$ cat src/hdl/lsd_pkg.sv
package lsd_pkg;

    // Pixel store size and the widths that follow from it.
    localparam int MAX_LEDS = 256;
    localparam int ADDR_W = (MAX_LEDS > 1) ? $clog2(MAX_LEDS) : 1;
    localparam int PTR_W = $clog2(MAX_LEDS + 1);

    // Pixel word layout and bit counter.
    localparam int WORD_W = 24;
    localparam int BIT_PTR_W = 5;
    localparam logic [BIT_PTR_W-1:0] LAST_BIT = BIT_PTR_W'(WORD_W - 1);

    // Field and register widths.
    localparam int REQ_W = 3;
    localparam int INDEX_W = 16;
    localparam int LEVEL_W = 8;
    localparam int STATUS_W = 2;
    localparam int COUNT_W = 9;
    localparam int TICK_W = 16;
    localparam int CFG_IDX_W = 3;
    localparam int CFG_DATA_W = 16;

    // Request codes.
    localparam logic [REQ_W-1:0] REQ_TICK      = 3'd0;
    localparam logic [REQ_W-1:0] REQ_SET_COLOR = 3'd1;
    localparam logic [REQ_W-1:0] REQ_SET_SHOW  = 3'd2;
    localparam logic [REQ_W-1:0] REQ_SHOW      = 3'd3;
    localparam logic [REQ_W-1:0] REQ_CLEAR     = 3'd4;

    // Status codes.
    localparam logic [STATUS_W-1:0] STATUS_OK      = 2'd0;
    localparam logic [STATUS_W-1:0] STATUS_RANGE   = 2'd1;
    localparam logic [STATUS_W-1:0] STATUS_REFUSED = 2'd2;

    // Configuration register indexes.
    localparam logic [CFG_IDX_W-1:0] CFG_LED_COUNT  = 3'd0;
    localparam logic [CFG_IDX_W-1:0] CFG_ONE_HIGH   = 3'd1;
    localparam logic [CFG_IDX_W-1:0] CFG_ZERO_HIGH  = 3'd2;
    localparam logic [CFG_IDX_W-1:0] CFG_BIT_PERIOD = 3'd3;
    localparam logic [CFG_IDX_W-1:0] CFG_RESET_LOW  = 3'd4;

    // Configuration reset values.
    localparam logic [COUNT_W-1:0] LED_COUNT_RST  = 9'd0;
    localparam logic [7:0]         ONE_HIGH_RST   = 8'd13;
    localparam logic [7:0]         ZERO_HIGH_RST  = 8'd6;
    localparam logic [7:0]         BIT_PERIOD_RST = 8'd20;
    localparam logic [TICK_W-1:0]  RESET_LOW_RST  = 16'd800;

    // Commands from the frame controller to the datapath.
    typedef struct packed {
        logic              load;
        logic              shift;
        logic              clear;
        logic              wr_en;
        logic [ADDR_W-1:0] wr_addr;
        logic [WORD_W-1:0] wr_data;
        logic [ADDR_W-1:0] rd_addr;
    } dp_cmd_t;

    // Status from the datapath to the frame controller.
    typedef struct packed {
        logic [7:0]        high_ticks;
        logic [7:0]        period;
        logic [TICK_W-1:0] reset_need;
        logic [PTR_W-1:0]  pixels_in_use;
    } dp_stat_t;

endpackage

$ cat src/hdl/lsd_controller.sv
module lsd_controller (
    input  logic                              clk,
    input  logic                              rst_n,
    input  logic                              in_valid,
    output logic                              in_stall,
    input  logic [lsd_pkg::REQ_W-1:0]         req_type,
    input  logic [lsd_pkg::INDEX_W-1:0]       pixel_index,
    input  logic [lsd_pkg::LEVEL_W-1:0]       red_level,
    input  logic [lsd_pkg::LEVEL_W-1:0]       green_level,
    input  logic [lsd_pkg::LEVEL_W-1:0]       blue_level,
    output logic                              out_valid,
    input  logic                              out_stall,
    output logic                              line_level,
    output logic                              frame_busy,
    output logic [lsd_pkg::STATUS_W-1:0]      status,
    output lsd_pkg::dp_cmd_t                  cmd,
    input  lsd_pkg::dp_stat_t                 stat
);
    import lsd_pkg::*;

    // Frame states.
    localparam logic [1:0] ST_IDLE  = 2'd0;
    localparam logic [1:0] ST_RESET = 2'd1;
    localparam logic [1:0] ST_BITS  = 2'd2;

    logic [1:0]           state_reg, state_next;
    logic                 clearing_reg, clearing_next;
    logic [PTR_W-1:0]     pixel_ptr_reg, pixel_ptr_next;
    logic [BIT_PTR_W-1:0] bit_ptr_reg, bit_ptr_next;
    logic [TICK_W-1:0]    tick_reg, tick_next;
    logic                 out_valid_reg, out_valid_next;
    logic                 level_reg, level_next;
    logic                 busy_reg, busy_next;
    logic [STATUS_W-1:0]  status_reg, status_next;

    logic                 accept;
    logic                 sending;
    logic                 cur_level;
    logic [TICK_W-1:0]    tick_inc;
    logic                 do_load;
    logic [PTR_W-1:0]     load_ptr;
    logic                 in_range;

    // Handshake: a new request is taken whenever the result slot frees up.
    assign in_stall = out_valid_reg && out_stall;
    assign accept = in_valid && !in_stall;
    assign sending = (state_reg != ST_IDLE);
    assign cur_level = (state_reg == ST_BITS) && (tick_reg < TICK_W'(stat.high_ticks));
    assign tick_inc = tick_reg + TICK_W'(1);
    assign in_range = (32'(pixel_index) < 32'(stat.pixels_in_use));

    // Request decode and frame sequencing.
    always_comb
    begin
        state_next = state_reg;
        clearing_next = clearing_reg;
        pixel_ptr_next = pixel_ptr_reg;
        bit_ptr_next = bit_ptr_reg;
        tick_next = tick_reg;
        out_valid_next = out_valid_reg;
        level_next = level_reg;
        busy_next = busy_reg;
        status_next = status_reg;
        do_load = 1'b0;
        load_ptr = '0;
        cmd = '0;
        cmd.wr_data = {green_level, red_level, blue_level};
        cmd.wr_addr = pixel_index[ADDR_W-1:0];

        if (out_valid_reg && !out_stall)
        begin
            out_valid_next = 1'b0;
        end

        if (accept)
        begin
            out_valid_next = 1'b1;
            level_next = cur_level;
            busy_next = sending;
            status_next = STATUS_OK;
            unique case (req_type)
                REQ_TICK:
                begin
                    unique case (state_reg)
                        ST_RESET:
                        begin
                            if (tick_inc >= stat.reset_need)
                            begin
                                do_load = 1'b1;
                                load_ptr = '0;
                            end
                            else
                            begin
                                tick_next = tick_inc;
                            end
                        end
                        ST_BITS:
                        begin
                            if (tick_inc >= TICK_W'(stat.period))
                            begin
                                tick_next = '0;
                                cmd.shift = 1'b1;
                                bit_ptr_next = bit_ptr_reg + BIT_PTR_W'(1);
                                if (bit_ptr_reg == LAST_BIT)
                                begin
                                    do_load = 1'b1;
                                    load_ptr = pixel_ptr_reg + PTR_W'(1);
                                end
                            end
                            else
                            begin
                                tick_next = tick_inc;
                            end
                        end
                        default:
                        begin
                        end
                    endcase
                end
                REQ_SET_COLOR, REQ_SET_SHOW, REQ_SHOW, REQ_CLEAR:
                begin
                    if (sending)
                    begin
                        status_next = STATUS_REFUSED;
                    end
                    else
                    begin
                        if ((req_type == REQ_SET_COLOR || req_type == REQ_SET_SHOW) &&
                            !in_range)
                        begin
                            status_next = STATUS_RANGE;
                        end
                        else
                        begin
                            if (req_type == REQ_SET_COLOR || req_type == REQ_SET_SHOW)
                            begin
                                cmd.wr_en = 1'b1;
                            end
                            if (req_type != REQ_SET_COLOR)
                            begin
                                state_next = ST_RESET;
                                clearing_next = (req_type == REQ_CLEAR);
                                pixel_ptr_next = '0;
                                bit_ptr_next = '0;
                                tick_next = '0;
                                cmd.clear = 1'b1;
                                busy_next = 1'b1;
                            end
                        end
                    end
                end
                default:
                begin
                end
            endcase
        end

        // Move to the next pixel or finish the frame.
        if (do_load)
        begin
            bit_ptr_next = '0;
            tick_next = '0;
            if (load_ptr >= stat.pixels_in_use)
            begin
                state_next = ST_IDLE;
                clearing_next = 1'b0;
                pixel_ptr_next = '0;
                cmd.clear = 1'b1;
            end
            else
            begin
                state_next = ST_BITS;
                pixel_ptr_next = load_ptr;
                cmd.load = 1'b1;
                if (clearing_reg)
                begin
                    cmd.wr_en = 1'b1;
                    cmd.wr_addr = load_ptr[ADDR_W-1:0];
                    cmd.wr_data = '0;
                end
            end
        end

        // Prefetch the pixel that the next load will need.
        if (state_next == ST_BITS)
        begin
            cmd.rd_addr = ADDR_W'(pixel_ptr_next + PTR_W'(1));
        end
        else
        begin
            cmd.rd_addr = '0;
        end
    end

    // Control and result registers.
    always_ff @(posedge clk or negedge rst_n)
    begin
        if (!rst_n)
        begin
            state_reg <= ST_IDLE;
            clearing_reg <= 1'b0;
            pixel_ptr_reg <= '0;
            bit_ptr_reg <= '0;
            tick_reg <= '0;
            out_valid_reg <= 1'b0;
            level_reg <= 1'b0;
            busy_reg <= 1'b0;
            status_reg <= STATUS_OK;
        end
        else
        begin
            state_reg <= state_next;
            clearing_reg <= clearing_next;
            pixel_ptr_reg <= pixel_ptr_next;
            bit_ptr_reg <= bit_ptr_next;
            tick_reg <= tick_next;
            out_valid_reg <= out_valid_next;
            level_reg <= level_next;
            busy_reg <= busy_next;
            status_reg <= status_next;
        end
    end

    assign out_valid = out_valid_reg;
    assign line_level = level_reg;
    assign frame_busy = busy_reg;
    assign status = status_reg;

    // An idle controller keeps its counters cleared.
    a_idle_clean: assert property (@(posedge clk) disable iff (!rst_n)
        (state_reg == ST_IDLE) |-> (pixel_ptr_reg == '0 && tick_reg == '0 &&
                                    bit_ptr_reg == '0 && !clearing_reg))
        else $error("idle controller holds stale frame counters");

    // The bit counter never passes the last bit of a pixel.
    a_bit_ptr_range: assert property (@(posedge clk) disable iff (!rst_n)
        bit_ptr_reg <= LAST_BIT)
        else $error("bit pointer out of range");

    // A refused command is always reported as busy.
    a_refused_busy: assert property (@(posedge clk) disable iff (!rst_n)
        (out_valid_reg && status_reg == STATUS_REFUSED) |-> busy_reg)
        else $error("refused command reported while not busy");

    // The line is only driven high while data bits are being sent.
    a_level_in_bits: assert property (@(posedge clk) disable iff (!rst_n)
        (accept && cur_level) |-> (state_reg == ST_BITS))
        else $error("line high outside the data phase");

    // The pixel pointer stays within the store during the data phase.
    a_ptr_range: assert property (@(posedge clk) disable iff (!rst_n)
        (state_reg == ST_BITS) |-> (32'(pixel_ptr_reg) < MAX_LEDS))
        else $error("pixel pointer beyond the store");

endmodule
$ cat config.mk
export PLATFORM = sky130hd
export DESIGN_NAME = lsd_controller
export DESIGN_NICKNAME = d
export VERILOG_FILES = /design/src/hdl/lsd_pkg.sv /design/src/hdl/lsd_controller.sv
export SDC_FILE = /design/constraint.sdc
export NUM_CORES = 1
export LEC_CHECK = 0
export BUFFER_PORTS_ARGS = -buffer_cell sky130_fd_sc_hd__clkbuf_2
export CAP_MARGIN = 10
export CORE_MARGIN = 2
export CORE_UTILIZATION = 40
export DETAILED_ROUTE_END_ITERATION = 16
export PLACE_DENSITY = 0.68
export SETUP_SLACK_MARGIN = 0.5
export SLEW_MARGIN = 20
export SYNTH_ARGS = -nofsm -noshare
export SYNTH_HDL_FRONTEND = slang
export SYNTH_SLANG_ARGS = --single-unit
$ cat constraint.sdc
create_clock -name clk -period 8.5 [get_ports clk]
set_input_delay 0.425 -clock clk [delete_from_list [all_inputs] [get_ports clk]]
set_output_delay 0.425 -clock clk [all_outputs]
set_load 0.03 [all_outputs]
==> impl_table.tex, run 1 <==
\begin{tabular}{lr}
\hline
Metric & Value \\
\hline
\multicolumn{2}{l}{\textbf{Run status}} \\
\quad Status & finished, final reports clean \\
\multicolumn{2}{l}{\textbf{Job}} \\
\quad Count of max-cap constraint violations & 0 \\
\multicolumn{2}{l}{\textbf{Worst setup path}} \\
\quad Worst endpoint required time & 8.08 ns \\
\quad Worst Path Class, Setup & reg -> out \\
\quad Worst Setup End Kind & output port \\
\quad Peak fanout along the critical path & 33 \\
\quad Data arrival at the endpoint of the critical path & around 6.6 ns \\
\quad Startpoint kind of the worst setup timing path & flop \\
\multicolumn{2}{l}{\textbf{Detailed routing}} \\
\quad Final wirelength & 11.8 mm \\
\quad First-iteration detailed-routing DRC count & $\sim$420 \\
\quad Routed via count & 4467 \\
\quad Wirelength per Cell & between 10 and 15 microns \\
\quad Post-DR vias/cell & 5.46 \\
\quad Number of iterations in the first detailed-routing pass & 4 \\
\quad Final antenna-violating net count & 0 \\
\quad DRC Markers & 0 \\
\multicolumn{2}{l}{\textbf{Finish}} \\
\quad Area delta synth->final & 20.9\% \\
\quad Flip-flop count of the largest register, all copies and words added & 16 \\
\quad Commonest non-fill, non-tap cell in the layout & sky130\_fd\_sc\_hd\_\_clkbuf\_2 \\
\quad Share of post-route cells with drive strength above 1 & between 20\% and 30\% \\
\quad Commonest cells after routing, fill and taps aside & sky130\_fd\_sc\_hd\_\_clkbuf\_2 (136), sky130\_fd\_sc\_hd\_\_inv\_1 (58), sky130\_fd\_sc\_hd\_\_ha\_1 (55), sky130\_fd\_sc\_hd\_\_nand2\_1 (46), sky130\_fd\_sc\_hd\_\_nor2\_1 (39) \\
\quad Total Nets Final & 820 \\
\quad Number of inserted diodes & 0 \\
\multicolumn{2}{l}{\textbf{Clock tree}} \\
\quad Clock latency on the worst-skew pair & roughly 0.30 ns \\
\quad H-tree depth & 2 \\
\quad Post-CTS setup buffer count & 0 \\
\quad Buffer depth of the longest clock path & 2 \\
\quad Total clock buffers created by CTS & 5 \\
\quad CTS Sinks & 38 \\
\quad Clock slew at the register clock pins of the worst setup and hold paths & roughly 0.090 ns \\
\quad Count of hold-fix buffers inserted at cts & 0 \\
\quad CTS root buffer & sky130\_fd\_sc\_hd\_\_clkbuf\_8 \\
\quad Resized Gates After CTS & 0 \\
\quad CTS tree & yes \\
\multicolumn{2}{l}{\textbf{Logic synthesis}} \\
\quad Summed instance area of the synthesized netlist & 4390 sq um \\
\quad Synthesis warning total & 0 \\
\quad Ys flop type & sky130\_fd\_sc\_hd\_\_dfrtp\_1 \\
\quad Adder-Cell Fraction of Synth Area & about 16\% \\
\quad Per-instance average area after synthesis & slightly below 8 sq um \\
\quad Xor/xnor share of the synthesized area & between 4 and 5\% \\
\quad Compound-cell area share of the yosys netlist & between 20\% and 30\% \\
\quad Share of cell area taken by muxes after synthesis & approximately 2.5\% \\
\quad Area fraction in and, or, nand and nor cells after synthesis & a little over a quarter \\
\quad Share of flip-flops with an asynchronous set or reset after synthesis & 100\% \\
\quad Number of standard cells after synthesis & 552 \\
\quad Post-synth net total & 695 \\
\quad Dominant combinational cell family by area after synthesis & simple AND/OR/NAND/NOR gates \\
\quad Number of register bits inferred by synthesis & 38 \\
\quad Number of synthesized flops with an enable pin & 0 \\
\quad Share of the yosys chip area belonging to registers & between 20 and 25\% \\
\quad Number of distinct library cells after synthesis & between 60 and 70 \\
\multicolumn{2}{l}{\textbf{Floorplanning}} \\
\quad Height of the die & 109 microns \\
\quad Placeable Area & between 10000 and 15000 sq um \\
\quad Starting density of the core & slightly above 40\% \\
\quad Number of top-level pins & 138 \\
\quad Die width & between 100 and 150 microns \\
\quad Die area & between 10000 and 15000 sq um \\
\quad Core Rows & 38 \\
\multicolumn{2}{l}{\textbf{STA}} \\
\quad Highest Clock Rate & about 140 MHz \\
\quad Portion of the clock cycle consumed by the worst path in the final layout & slightly above 80\% \\
\quad Worst Max-Slew Pin Slew & $\sim$0.9 ns \\
\quad Final critical delay including setup and external delays & 6.98 ns \\
\quad Count of endpoints failing hold in the final timing report & 0 \\
\quad Max-slew headroom at the worst pin & between 30\% and 40\% \\
\quad Unrepaired setup endpoints after global routing & no \\
\quad Max Clock Skew & 0.0103 ns \\
\quad Final setup violation count & 0 \\
\quad Total Neg Setup Slack & 0 ns \\
\quad Max-slew violation total from the final report & 0 \\
\multicolumn{2}{l}{\textbf{Place}} \\
\quad Half-perimeter wire length after detailed placement & 9.60 mm \\
\quad Number of port buffers & around 140 \\
\quad Routability congestion estimate from global placement & 0.933 \\
\multicolumn{2}{l}{\textbf{Power and ir drop}} \\
\quad Leakage Power & 2.77 nW \\
\quad Pwr Density & roughly 110 nW/um\^{}2 \\
\quad IR drop worst, VDD & around 0.084 mV \\
\quad Tot Pwr & around 0.56 mW \\
\multicolumn{2}{l}{\textbf{Min path}} \\
\quad Tightest Hold Check Type & in -> async \\
\multicolumn{2}{l}{\textbf{GRT}} \\
\quad Vias in the first global route & between 4000 and 5000 \\
\quad Pin count of the biggest net entering global routing & 39 \\
\quad Initial antenna violation count & 0 \\
\quad First-pass GRT wire length & 19.3 mm \\
\quad Aggregate global-route resource usage & between 20\% and 30\% \\
\quad Total congestion overflow after global routing & 0 \\
\hline
\end{tabular}
-- path summary, 6_finish.rpt --
check / startpoint / end / slack [ns] / depth (start not counted)
max in group asynchronous: rst_n / tick_reg[5] / 7.68 / 1
hold / removal: rst_n / pixel_ptr_reg[3] / 0.24 / 1
hold reg to reg: line_level / line_level / 0.48 / 2
min in group clk: in_valid / out_valid / 0.37 / 2
setup reg to reg: tick_reg[2] / pixel_ptr_reg[2] / 3.15 / 20
setup / recovery: tick_reg[2] / cmd[36] / 1.52 / 22
-- area by class of cell --
cell class,instances,area [sq um]
Inverter,58,218
Multi-Input combinational cell,436,3130
Fill cell,1033,5490
Clock buffer,5,68.8
Sequential cell,38,951
Tap cell,140,175
Timing Repair Buffer,138,693
Clock inverter,3,68.8
-- per-stage QoR --
stage / hold slack (ns) / cell area (sq um) / utilization [%] / std cells / setup slack, ns
after floorplan: 0.129 / 4390 / - / 552 / 2.28
after global placement: 0.469 / 5160 / 47.9 / 810 / 2.19
after detailed placement: 0.469 / 5160 / 47.9 / 810 / 1.87
after CTS: 0.317 / 5300 / 49.1 / 818 / 1.54
after global routing: 0.314 / 5300 / 49.1 / 818 / 0.882
final: 0.243 / 5300 / 49.1 / 818 / 1.52
-- report_power, final --
part | switching, mW | internal (mW)
clock | 0.0723 | 0.118
combinational | 0.0927 | 0.0688
sequential | 0.0168 | 0.193
-- per-layer routing --
metal | routed length [microns] | up-vias | GRT usage (%) | part of all wire [%]
li1 | - | 2239 | - | -
met1 | 5500 | 2075 | 27.6 | 47
met2 | 5580 | 139 | 33.6 | 47
met3 | 545 | 14 | 1.97 | 4.6
met4 | 154 | 0 | 5.31 | 1.3
met5 | 0 | - | 0 | 0
-- synthesized netlist by cell type (10+ instances only) --
library cell | number | area share, %
sky130_fd_sc_hd__o21ai_0 | 32 | 3.7
sky130_fd_sc_hd__and2_1 | 31 | 4.4
sky130_fd_sc_hd__nand3_1 | 21 | 2.4
sky130_fd_sc_hd__o31ai_1 | 10 | 1.7
sky130_fd_sc_hd__a21oi_1 | 25 | 2.9
sky130_fd_sc_hd__nand2_1 | 46 | 3.9
sky130_fd_sc_hd__inv_1 | 58 | 5.0
sky130_fd_sc_hd__clkbuf_1 | 10 | 0.86
sky130_fd_sc_hd__xnor2_1 | 17 | 3.4
sky130_fd_sc_hd__nand2b_1 | 12 | 1.7
sky130_fd_sc_hd__ha_1 | 55 | 16
sky130_fd_sc_hd__nand4_1 | 10 | 1.4
sky130_fd_sc_hd__dfrtp_1 | 38 | 22
sky130_fd_sc_hd__and3_1 | 12 | 1.7
sky130_fd_sc_hd__nor2_1 | 39 | 3.3
-- critical path: stages, from the launching register on --
cell and delay (ns):
sky130_fd_sc_hd__dfrtp_1 0.49, sky130_fd_sc_hd__and4_1 0.38, sky130_fd_sc_hd__nand2_1 0.21, sky130_fd_sc_hd__xnor2_1 0.26, sky130_fd_sc_hd__ha_1 0.31, sky130_fd_sc_hd__a21oi_1 0.15, sky130_fd_sc_hd__o21ai_0 0.09, sky130_fd_sc_hd__a21oi_1 0.20
sky130_fd_sc_hd__nand4_2 0.27, sky130_fd_sc_hd__o21a_1 0.33, sky130_fd_sc_hd__and2_1 0.21, sky130_fd_sc_hd__nand2_1 0.18, sky130_fd_sc_hd__a21oi_1 0.11, sky130_fd_sc_hd__ha_1 0.32, sky130_fd_sc_hd__and3_1 0.19, sky130_fd_sc_hd__a22oi_1 0.19
sky130_fd_sc_hd__o211ai_1 0.21, sky130_fd_sc_hd__a211oi_4 0.39, sky130_fd_sc_hd__o2111ai_1 0.30, sky130_fd_sc_hd__nand2_2 0.27, sky130_fd_sc_hd__nand2_1 0.53, sky130_fd_sc_hd__mux2_2 0.48, sky130_fd_sc_hd__clkbuf_2 0.19
-- kinds of logic after synthesis --
logic type / after synthesis
AND/OR/NAND/NOR: 214
multiplexers: 10
flip-flops: 38
XOR/XNOR: 25
adder cells (fa/ha/maj): 55
buffers and inverters: 78
AO/OA/AOI/OAI: 132
No activity file was read; power rests on OpenSTA's default activity.
==> inputs of run 2 (changes only) <==
--- a/config.mk
+++ b/config.mk
@@ -5,6 +5,7 @@
 export SDC_FILE = /design/constraint.sdc
 export NUM_CORES = 1
 export LEC_CHECK = 0
+export ABC_AREA = 1
 export BUFFER_PORTS_ARGS = -buffer_cell sky130_fd_sc_hd__clkbuf_2
 export CAP_MARGIN = 10
 export CORE_MARGIN = 2
==> constraint.sdc (replaced) <==
create_clock -name clk -period 6.8 [get_ports clk]
set_input_delay 0.34 -clock clk [delete_from_list [all_inputs] [get_ports clk]]
set_output_delay 0.34 -clock clk [all_outputs]
set_load 0.03 [all_outputs]
==> run 2 against run 1 <==
The run now ends with hold timing left. Utilization is 0.38 points higher. Clock power up 28%. Worst hold slack worse by 0.25 ns. Design area increased by 0.78%. Cell count up 12%. Global-route usage down 0.84 points. Critical path depth up 8. Flip-flop and latch count is the same. Sequential share of layout area is 0.14 points lower. Register-to-register slack got worse by 0.90 ns. Largest cell class unchanged. Largest power group is now combinational logic.
==> impl_table.tex, run 2 <==
\begin{tabular}{lr}
\hline
Metric & Value \\
\hline
\multicolumn{2}{l}{\textbf{Logic synthesis}} \\
\quad Number of register bits inferred by synthesis & 38 \\
\quad Synthesis warning total & 0 \\
\quad Cell type with the highest aggregate area in the netlist & sky130\_fd\_sc\_hd\_\_dfrtp\_1 \\
\quad Summed instance area of the synthesized netlist & $\sim$4400 sq um \\
\quad Number of synthesized flops with an enable pin & 0 \\
\quad Number of standard cells after synthesis & around 640 \\
\quad Share of the yosys chip area belonging to registers & between 20\% and 30\% \\
\quad Cell types with the largest area share after synthesis & sky130\_fd\_sc\_hd\_\_dfrtp\_1 (22\%), sky130\_fd\_sc\_hd\_\_ha\_1 (16\%), sky130\_fd\_sc\_hd\_\_nand2\_1 (11\%) \\
\quad Post-synth net total & 781 \\
\quad Number of distinct library cells after synthesis & 41 \\
\quad Top-area cell type share of the netlist area & between 20\% and 30\% \\
\quad Ys flop type & sky130\_fd\_sc\_hd\_\_dfrtp\_1 \\
\quad Most frequently used cell type in the post-synthesis netlist & sky130\_fd\_sc\_hd\_\_nand2\_1 \\
\quad Top cells by count, synth & sky130\_fd\_sc\_hd\_\_nand2\_1 (128), sky130\_fd\_sc\_hd\_\_inv\_1 (116), sky130\_fd\_sc\_hd\_\_nor2\_1 (75) \\
\quad Share of flip-flops with an asynchronous set or reset after synthesis & 100\% \\
\quad Per-instance average area after synthesis & just under 7 sq um \\
\multicolumn{2}{l}{\textbf{Worst setup path}} \\
\quad Data arrival at the endpoint of the critical path & 5.44 ns \\
\quad Kind of cell adding the most delay to the critical path & simple AND/OR/NAND/NOR gates \\
\quad Worst Path Class, Setup & reg -> out \\
\quad Peak fanout along the critical path & 30 \\
\quad Worst R2R Setup Slack & around 2.3 ns \\
\quad Startpoint kind of the worst setup timing path & flop \\
\quad Highest-delay cell along the critical path & sky130\_fd\_sc\_hd\_\_dfrtp\_1 \\
\quad Worst flop-to-flop path startpoint & tick\_reg[0] \\
\quad End of the worst register-to-register path & clearing\_reg \\
\quad Count of cell instances traversed by the critical path & 30 \\
\quad Worst Setup End Kind & output port \\
\quad Crit-path max cell delay & 0.50 ns \\
\quad Worst endpoint required time & about 6.5 ns \\
\quad Cell depth of the worst flop-to-flop path & 29 \\
\quad Crit path buffers/inverters & 6 \\
\multicolumn{2}{l}{\textbf{Finish}} \\
\quad Flip-flop count of the largest register, all copies and words added & 16 \\
\quad Final core occ & between 40\% and 50\% \\
\quad Total Nets Final & between 900 and 1000 \\
\quad Combined area of the multi-input logic cells & 2890 sq um \\
\quad Commonest cells after routing, fill and taps aside & sky130\_fd\_sc\_hd\_\_clkbuf\_2 (137), sky130\_fd\_sc\_hd\_\_nand2\_1 (128), sky130\_fd\_sc\_hd\_\_inv\_1 (116), sky130\_fd\_sc\_hd\_\_nor2\_1 (75), sky130\_fd\_sc\_hd\_\_ha\_1 (55) \\
\quad Area delta synth->final & 21.5\% \\
\quad Commonest non-fill, non-tap cell in the layout & sky130\_fd\_sc\_hd\_\_clkbuf\_2 \\
\quad Number of inserted diodes & 0 \\
\quad Share of post-route cells with drive strength above 1 & 27.5\% \\
\quad Filler cells & between 1000 and 1500 \\
\quad Total area of sequential cells & roughly 950 sq um \\
\multicolumn{2}{l}{\textbf{GRT}} \\
\quad Vias in the first global route & around 4100 \\
\quad First-pass GRT wire length & 18.0 mm \\
\quad Aggregate global-route resource usage & between 10\% and 20\% \\
\quad Pin count of the biggest net entering global routing & 39 \\
\quad Initial antenna violation count & 0 \\
\quad Total congestion overflow after global routing & 0 \\
\multicolumn{2}{l}{\textbf{Power and ir drop}} \\
\quad Proportion of power drawn by the clock network & about a quarter \\
\quad IR drop worst, VDD & approximately 0.087 mV \\
\quad Switching fraction of total power & 39.0\% \\
\quad Reg power frac & about a third \\
\quad Sw Pwr & about 0.36 mW \\
\quad Pwr Density & between 150 and 200 nW/um\^{}2 \\
\quad Combinational power share & between 40\% and 50\% \\
\quad Design internal power & 0.563 mW \\
\quad Leakage Power & between 2 and 3 nW \\
\multicolumn{2}{l}{\textbf{Detailed routing}} \\
\quad Highest routing layer actually used & met4 \\
\quad First-iteration detailed-routing DRC count & roughly 270 \\
\quad DRC Markers & 0 \\
\quad Routed via count & between 4000 and 5000 \\
\quad Number of iterations in the first detailed-routing pass & 4 \\
\quad Wirelength per Cell & 12.1 microns \\
\quad Met3 routed WL & roughly 700 microns \\
\quad Final wirelength & approximately 11 mm \\
\quad Total routed wire length on the met1 layer & between 4 and 5 mm \\
\quad Final antenna-violating net count & 0 \\
\quad Post-DR vias/cell & 4.78 \\
\quad Met2 wirelength from detailed routing & 5.35 mm \\
\multicolumn{2}{l}{\textbf{STA}} \\
\quad Post-Route Hold Slack & -0.00245 ns \\
\quad Total Neg Setup Slack & 0 ns \\
\quad Max-slew headroom at the worst pin & about half \\
\quad Portion of the clock cycle consumed by the worst path in the final layout & between 80\% and 90\% \\
\quad Worst Max-Slew Pin Slew & around 0.75 ns \\
\quad Max Clock Skew & slightly above 0.01 ns \\
\quad Count of endpoints failing hold in the final timing report & 2 \\
\quad Setup WS post-layout & approximately 1 ns \\
\quad Unrepaired setup endpoints after global routing & no \\
\quad Final critical delay including setup and external delays & around 5.8 ns \\
\quad Final setup violation count & 0 \\
\quad Highest Clock Rate & roughly 170 MHz \\
\quad Max-slew violation total from the final report & 0 \\
\multicolumn{2}{l}{\textbf{Run status}} \\
\quad Status & finished with violations \\
\quad Violations in the final reports & hold timing \\
\multicolumn{2}{l}{\textbf{Min path}} \\
\quad Tightest Hold Check Type & in -> async \\
\multicolumn{2}{l}{\textbf{Place}} \\
\quad Routability congestion estimate from global placement & 0.871 \\
\quad Number of port buffers & roughly 140 \\
\quad Half-perimeter wire length after detailed placement & 9.31 mm \\
\quad Post-placement setup slack & 1.34 ns \\
\multicolumn{2}{l}{\textbf{Clock tree}} \\
\quad CTS root buffer & sky130\_fd\_sc\_hd\_\_clkbuf\_8 \\
\quad Post-CTS setup buffer count & 0 \\
\quad Clock slew at the register clock pins of the worst setup and hold paths & 0.08 ns \\
\quad CTS tree & yes \\
\quad Clock latency on the worst-skew pair & around 0.30 ns \\
\quad CTS Sinks & 38 \\
\quad Resized Gates After CTS & 0 \\
\quad Total clock buffers created by CTS & 5 \\
\quad H-tree depth & 2 \\
\quad Count of hold-fix buffers inserted at cts & 0 \\
\quad Buffer depth of the longest clock path & 2 \\
\multicolumn{2}{l}{\textbf{Floorplanning}} \\
\quad Starting density of the core & 40.8\% \\
\quad Die width & 109 microns \\
\quad Number of top-level pins & approximately 140 \\
\quad Die area & between 10000 and 15000 sq um \\
\quad Placeable Area & 10800 sq um \\
\quad Height of the die & between 100 and 150 microns \\
\quad Core Rows & 38 \\
\multicolumn{2}{l}{\textbf{Job}} \\
\quad Count of max-cap constraint violations & 0 \\
\hline
\end{tabular}
==> run 2: cell types whose count changed after synthesis, sizes merged, moves of 8 or more <==
cell / previous run / this run
inv: 58 / 125
xnor2: 17 / 3
mux2: 8 / 0
o31ai: 11 / 0
and2: 31 / 0
clkbuf: 11 / 0
nor2: 40 / 93
and3: 13 / 0
nand3: 23 / 47
nand2b: 12 / 0
a211oi: 9 / 1
nand2: 47 / 151
==> run 2: power groups by stage <==
stage	logic (mW)	clock network, mW	registers (mW)
after floorplan	0.266	0	0.308
after global placement	0.366	0	0.312
after detailed placement	0.369	0	0.312
after CTS	0.371	0.248	0.308
after global routing	0.433	0.258	0.314
final	0.371	0.244	0.308
==> run 2: worst register-to-register path, delay by kind of cell (launching register included) <==
kind                       cells  cell delay (ns)
adders and majority gates      3             0.85
AOI/OAI and AO/OA              6             0.82
xor gates and xnor gates       1             0.30
DFF                            1             0.50
buffers and inverters          5             0.39
and+or+nand+nor               14             1.59
==> run 2: metal layers <==
| metal | global-route usage, % | vias to the layer above |
|---|---|---|
| met5 | 0 | - |
| li1 | - | 2306 |
| met4 | 5.59 | 0 |
| met2 | 35.0 | 138 |
| met3 | 2.15 | 14 |
| met1 | 23.6 | 1916 |
==> run 2: through the flow <==
step	total power, mW	area, sq um	instances
2_1_floorplan	0.574	4400	638
3_3_place_gp	0.678	5170	906
3_5_place_dp	0.681	5170	906
4_1_cts	0.928	5320	914
5_1_grt	1.00	5340	915
6_report	0.922	5340	915
==> run 2: layout make-up <==
type | count | area share, %
clock buffer | 6 | 1.55
multi-input combinational | 466 | 54.1
clock inverter | 2 | 1.12
sequential | 38 | 17.8
inverter | 125 | 8.83
tap | 140 | 3.28
timing repair buffer | 138 | 13.3
==> run 2: how the worst max path moves through the flow <==
stage / startpoint / to / slack, ns
2_1_floorplan: tick_reg[0] / cmd[6] / 1.80
3_5_place_dp: tick_reg[0] / cmd[34] / 1.34
5_1_grt: tick_reg[0] / cmd[6] / 0.52
3_3_place_gp: tick_reg[0] / cmd[34] / 1.46
4_1_cts: tick_reg[0] / cmd[34] / 1.00
6_report: tick_reg[0] / cmd[34] / 1.02
==> run 2: cell families (layout without fill, tap and decap cells) <==
group | count (synthesis) | count (layout) | share of synthesized area, %
XOR/XNOR | 16 | 16 | 3.36
AO/OA/AOI/OAI | 66 | 66 | 8.56
flip-flops | 38 | 38 | 21.6
adder cells (fa/ha/maj) | 55 | 55 | 15.6
AND/OR/NAND/NOR | 329 | 329 | 38.1
buffers and inverters | 134 | 271 | 12.7
==> inputs of run 3 (changes only) <==
--- a/config.mk
+++ b/config.mk
@@ -9,9 +9,9 @@
 export BUFFER_PORTS_ARGS = -buffer_cell sky130_fd_sc_hd__clkbuf_2
 export CAP_MARGIN = 10
 export CORE_MARGIN = 2
-export CORE_UTILIZATION = 40
+export CORE_UTILIZATION = 53
 export DETAILED_ROUTE_END_ITERATION = 16
-export PLACE_DENSITY = 0.68
+export PLACE_DENSITY = 0.85
 export SETUP_SLACK_MARGIN = 0.5
 export SLEW_MARGIN = 20
 export SYNTH_ARGS = -nofsm -noshare
==> run 3 against run 2 <==
Critical path type unchanged. Die area is 24% lower. Non-clock buffer count down 1. Utilization up 15 points. Worst setup slack better by 0.056 ns. Via count up 4.3%. Combinational power up 2%. The run now ends clean. Clock power grew 2%. Largest cell class unchanged. First-iteration DRC count rose by 2.2%. Fmax increased by 0.98%. Register-to-register slack lost 0.07 ns. Critical path depth unchanged. Count of clock-buffer cells in the layout unchanged.
==> impl_table.tex, run 3 (synthesis results as in run 2) <==
\begin{tabular}{lr}
\hline
Metric & Value \\
\hline
\multicolumn{2}{l}{\textbf{Clock tree}} \\
\quad Resized Gates After CTS & 0 \\
\quad CTS root buffer & sky130\_fd\_sc\_hd\_\_clkbuf\_8 \\
\quad CTS Sinks & 38 \\
\quad Clock latency on the worst-skew pair & 0.30 ns \\
\quad Clock slew at the register clock pins of the worst setup and hold paths & approximately 0.09 ns \\
\quad Count of hold-fix buffers inserted at cts & 0 \\
\quad CTS tree & yes \\
\quad Post-CTS setup buffer count & 0 \\
\quad H-tree depth & 2 \\
\quad Total clock buffers created by CTS & 5 \\
\quad Buffer depth of the longest clock path & 2 \\
\multicolumn{2}{l}{\textbf{Finish}} \\
\quad Commonest cells after routing, fill and taps aside & sky130\_fd\_sc\_hd\_\_clkbuf\_2 (137), sky130\_fd\_sc\_hd\_\_nand2\_1 (128), sky130\_fd\_sc\_hd\_\_inv\_1 (116), sky130\_fd\_sc\_hd\_\_nor2\_1 (75), sky130\_fd\_sc\_hd\_\_ha\_1 (55) \\
\quad Area delta synth->final & 19.9\% \\
\quad Total Nets Final & 916 \\
\quad Commonest non-fill, non-tap cell in the layout & sky130\_fd\_sc\_hd\_\_clkbuf\_2 \\
\quad Share of post-route cells with drive strength above 1 & around 27\% \\
\quad Number of inserted diodes & 0 \\
\quad Flip-flop count of the largest register, all copies and words added & 16 \\
\multicolumn{2}{l}{\textbf{Detailed routing}} \\
\quad Routed via count & 4561 \\
\quad First-iteration detailed-routing DRC count & roughly 270 \\
\quad Post-DR vias/cell & about 5.2 \\
\quad Wirelength per Cell & 12.9 microns \\
\quad Final wirelength & about 11 mm \\
\quad Number of iterations in the first detailed-routing pass & 5 \\
\quad DRC Markers & 0 \\
\quad Final antenna-violating net count & 0 \\
\multicolumn{2}{l}{\textbf{STA}} \\
\quad Max Clock Skew & 0.0112 ns \\
\quad Unrepaired setup endpoints after global routing & no \\
\quad Final critical delay including setup and external delays & 5.73 ns \\
\quad Max-slew headroom at the worst pin & 34.8\% \\
\quad Count of endpoints failing hold in the final timing report & 0 \\
\quad Worst Max-Slew Pin Slew & about 1 ns \\
\quad Final setup violation count & 0 \\
\quad Highest Clock Rate & 175 MHz \\
\quad Max-slew violation total from the final report & 0 \\
\quad Portion of the clock cycle consumed by the worst path in the final layout & a little over four fifths \\
\quad Setup WS post-layout & 1.07 ns \\
\quad Total Neg Setup Slack & 0 ns \\
\multicolumn{2}{l}{\textbf{Floorplanning}} \\
\quad Height of the die & 95.1 microns \\
\quad Die width & 95.1 microns \\
\quad Number of top-level pins & 138 \\
\quad Placeable Area & 8130 sq um \\
\quad Starting density of the core & 54.1\% \\
\quad Die area & about 9000 sq um \\
\quad Core Rows & 33 \\
\multicolumn{2}{l}{\textbf{Min path}} \\
\quad Tightest Hold Check Type & in -> async \\
\multicolumn{2}{l}{\textbf{GRT}} \\
\quad Met3 Resource Use GR & around 2.3\% \\
\quad GR peak layer & met2 \\
\quad Aggregate global-route resource usage & between 20 and 30\% \\
\quad Global Route met2 Usage & a little under half \\
\quad Pin count of the biggest net entering global routing & 39 \\
\quad Initial antenna violation count & 0 \\
\quad First-pass GRT wire length & approximately 19 mm \\
\quad Total congestion overflow after global routing & 0 \\
\quad Met1 Use GR & 32.2\% \\
\quad Vias in the first global route & roughly 4300 \\
\multicolumn{2}{l}{\textbf{Power and ir drop}} \\
\quad Reg power frac & approximately 33\% \\
\quad Switching fraction of total power & between 30\% and 40\% \\
\quad Combinational power share & between 40\% and 50\% \\
\quad Sw Pwr & roughly 0.37 mW \\
\quad Proportion of power drawn by the clock network & a little over a quarter \\
\quad Leakage Power & roughly 3 nW \\
\quad Pwr Density & around 180 nW/um\^{}2 \\
\quad IR drop worst, VDD & around 0.11 mV \\
\quad Design internal power & $\sim$0.56 mW \\
\multicolumn{2}{l}{\textbf{Worst setup path}} \\
\quad Crit-path max cell delay & between 0.4 and 0.5 ns \\
\quad Worst Path Class, Setup & reg -> out \\
\quad Worst endpoint required time & 6.46 ns \\
\quad Data arrival at the endpoint of the critical path & 5.39 ns \\
\quad Highest-delay cell along the critical path & sky130\_fd\_sc\_hd\_\_dfrtp\_1 \\
\quad Peak fanout along the critical path & 30 \\
\quad Worst Setup End Kind & output port \\
\quad Startpoint kind of the worst setup timing path & flop \\
\quad Crit path buffers/inverters & 6 \\
\quad Kind of cell adding the most delay to the critical path & simple AND/OR/NAND/NOR gates \\
\multicolumn{2}{l}{\textbf{Run status}} \\
\quad Status & finished, final reports clean \\
\multicolumn{2}{l}{\textbf{Place}} \\
\quad Post-placement setup slack & 1.47 ns \\
\quad Routability congestion estimate from global placement & 0.924 \\
\quad Half-perimeter wire length after detailed placement & $\sim$9.5 mm \\
\quad Number of port buffers & between 100 and 150 \\
\multicolumn{2}{l}{\textbf{Job}} \\
\quad Count of max-cap constraint violations & 0 \\
\hline
\end{tabular}
[run 3: cell types whose count changed in the layout (fill, tap and decap cells not counted), sizes merged]
cell	delta
buf	-1
[run 3: metrics by stage]
step	cells	util, %	hold slack (ns)	instance area [sq um]	power (mW)
3_5_place_dp	871	63.1	0.475	5130	0.687
6_report	879	64.8	0.167	5270	0.936
4_1_cts	879	64.8	0.228	5270	0.933
3_3_place_gp	871	63.1	0.467	5130	0.670
2_1_floorplan	638	-	0.0444	4400	0.574
5_1_grt	879	64.8	0.263	5270	1.01
[run 3: power by group through the flow]
stage	clock network [mW]	registers, mW	logic (mW)
after floorplan	0	0.308	0.266
after global placement	0	0.310	0.359
after detailed placement	0	0.312	0.375
after CTS	0.246	0.309	0.378
after global routing	0.256	0.317	0.435
final	0.249	0.309	0.377
[run 3: final cells by class]
cell class                      instances  area, sq um
Clock buffer                            6         82.6
Clock inverter                          2         60.1
Fill cell                             737         2860
Inverter                              125          472
Multi-Input combinational cell        466         2890
Sequential cell                        38          951
Tap cell                              105          131
Timing Repair Buffer                  137          686
[run 3: final timing paths]
path | startpoint | endpoint | slack, ns | depth (start not counted)
max | tick_reg[0] | cmd[34] | 1.07 | 30
min | rst_n | pixel_ptr_reg[6] | 0.17 | 1
max reg2reg | tick_reg[0] | clearing_reg | 2.18 | 29
min reg2reg | line_level | line_level | 0.49 | 2
max in group asynchronous | rst_n | tick_reg[12] | 6.01 | 1
min in group clk | out_stall | out_valid | 0.25 | 3
[run 3: per-layer routing]
layer  wire [microns]  vias up
met4              252        0
li1                 -     2306
met1             4800     2070
met3              694       21
met5                0        -
met2             5600      164
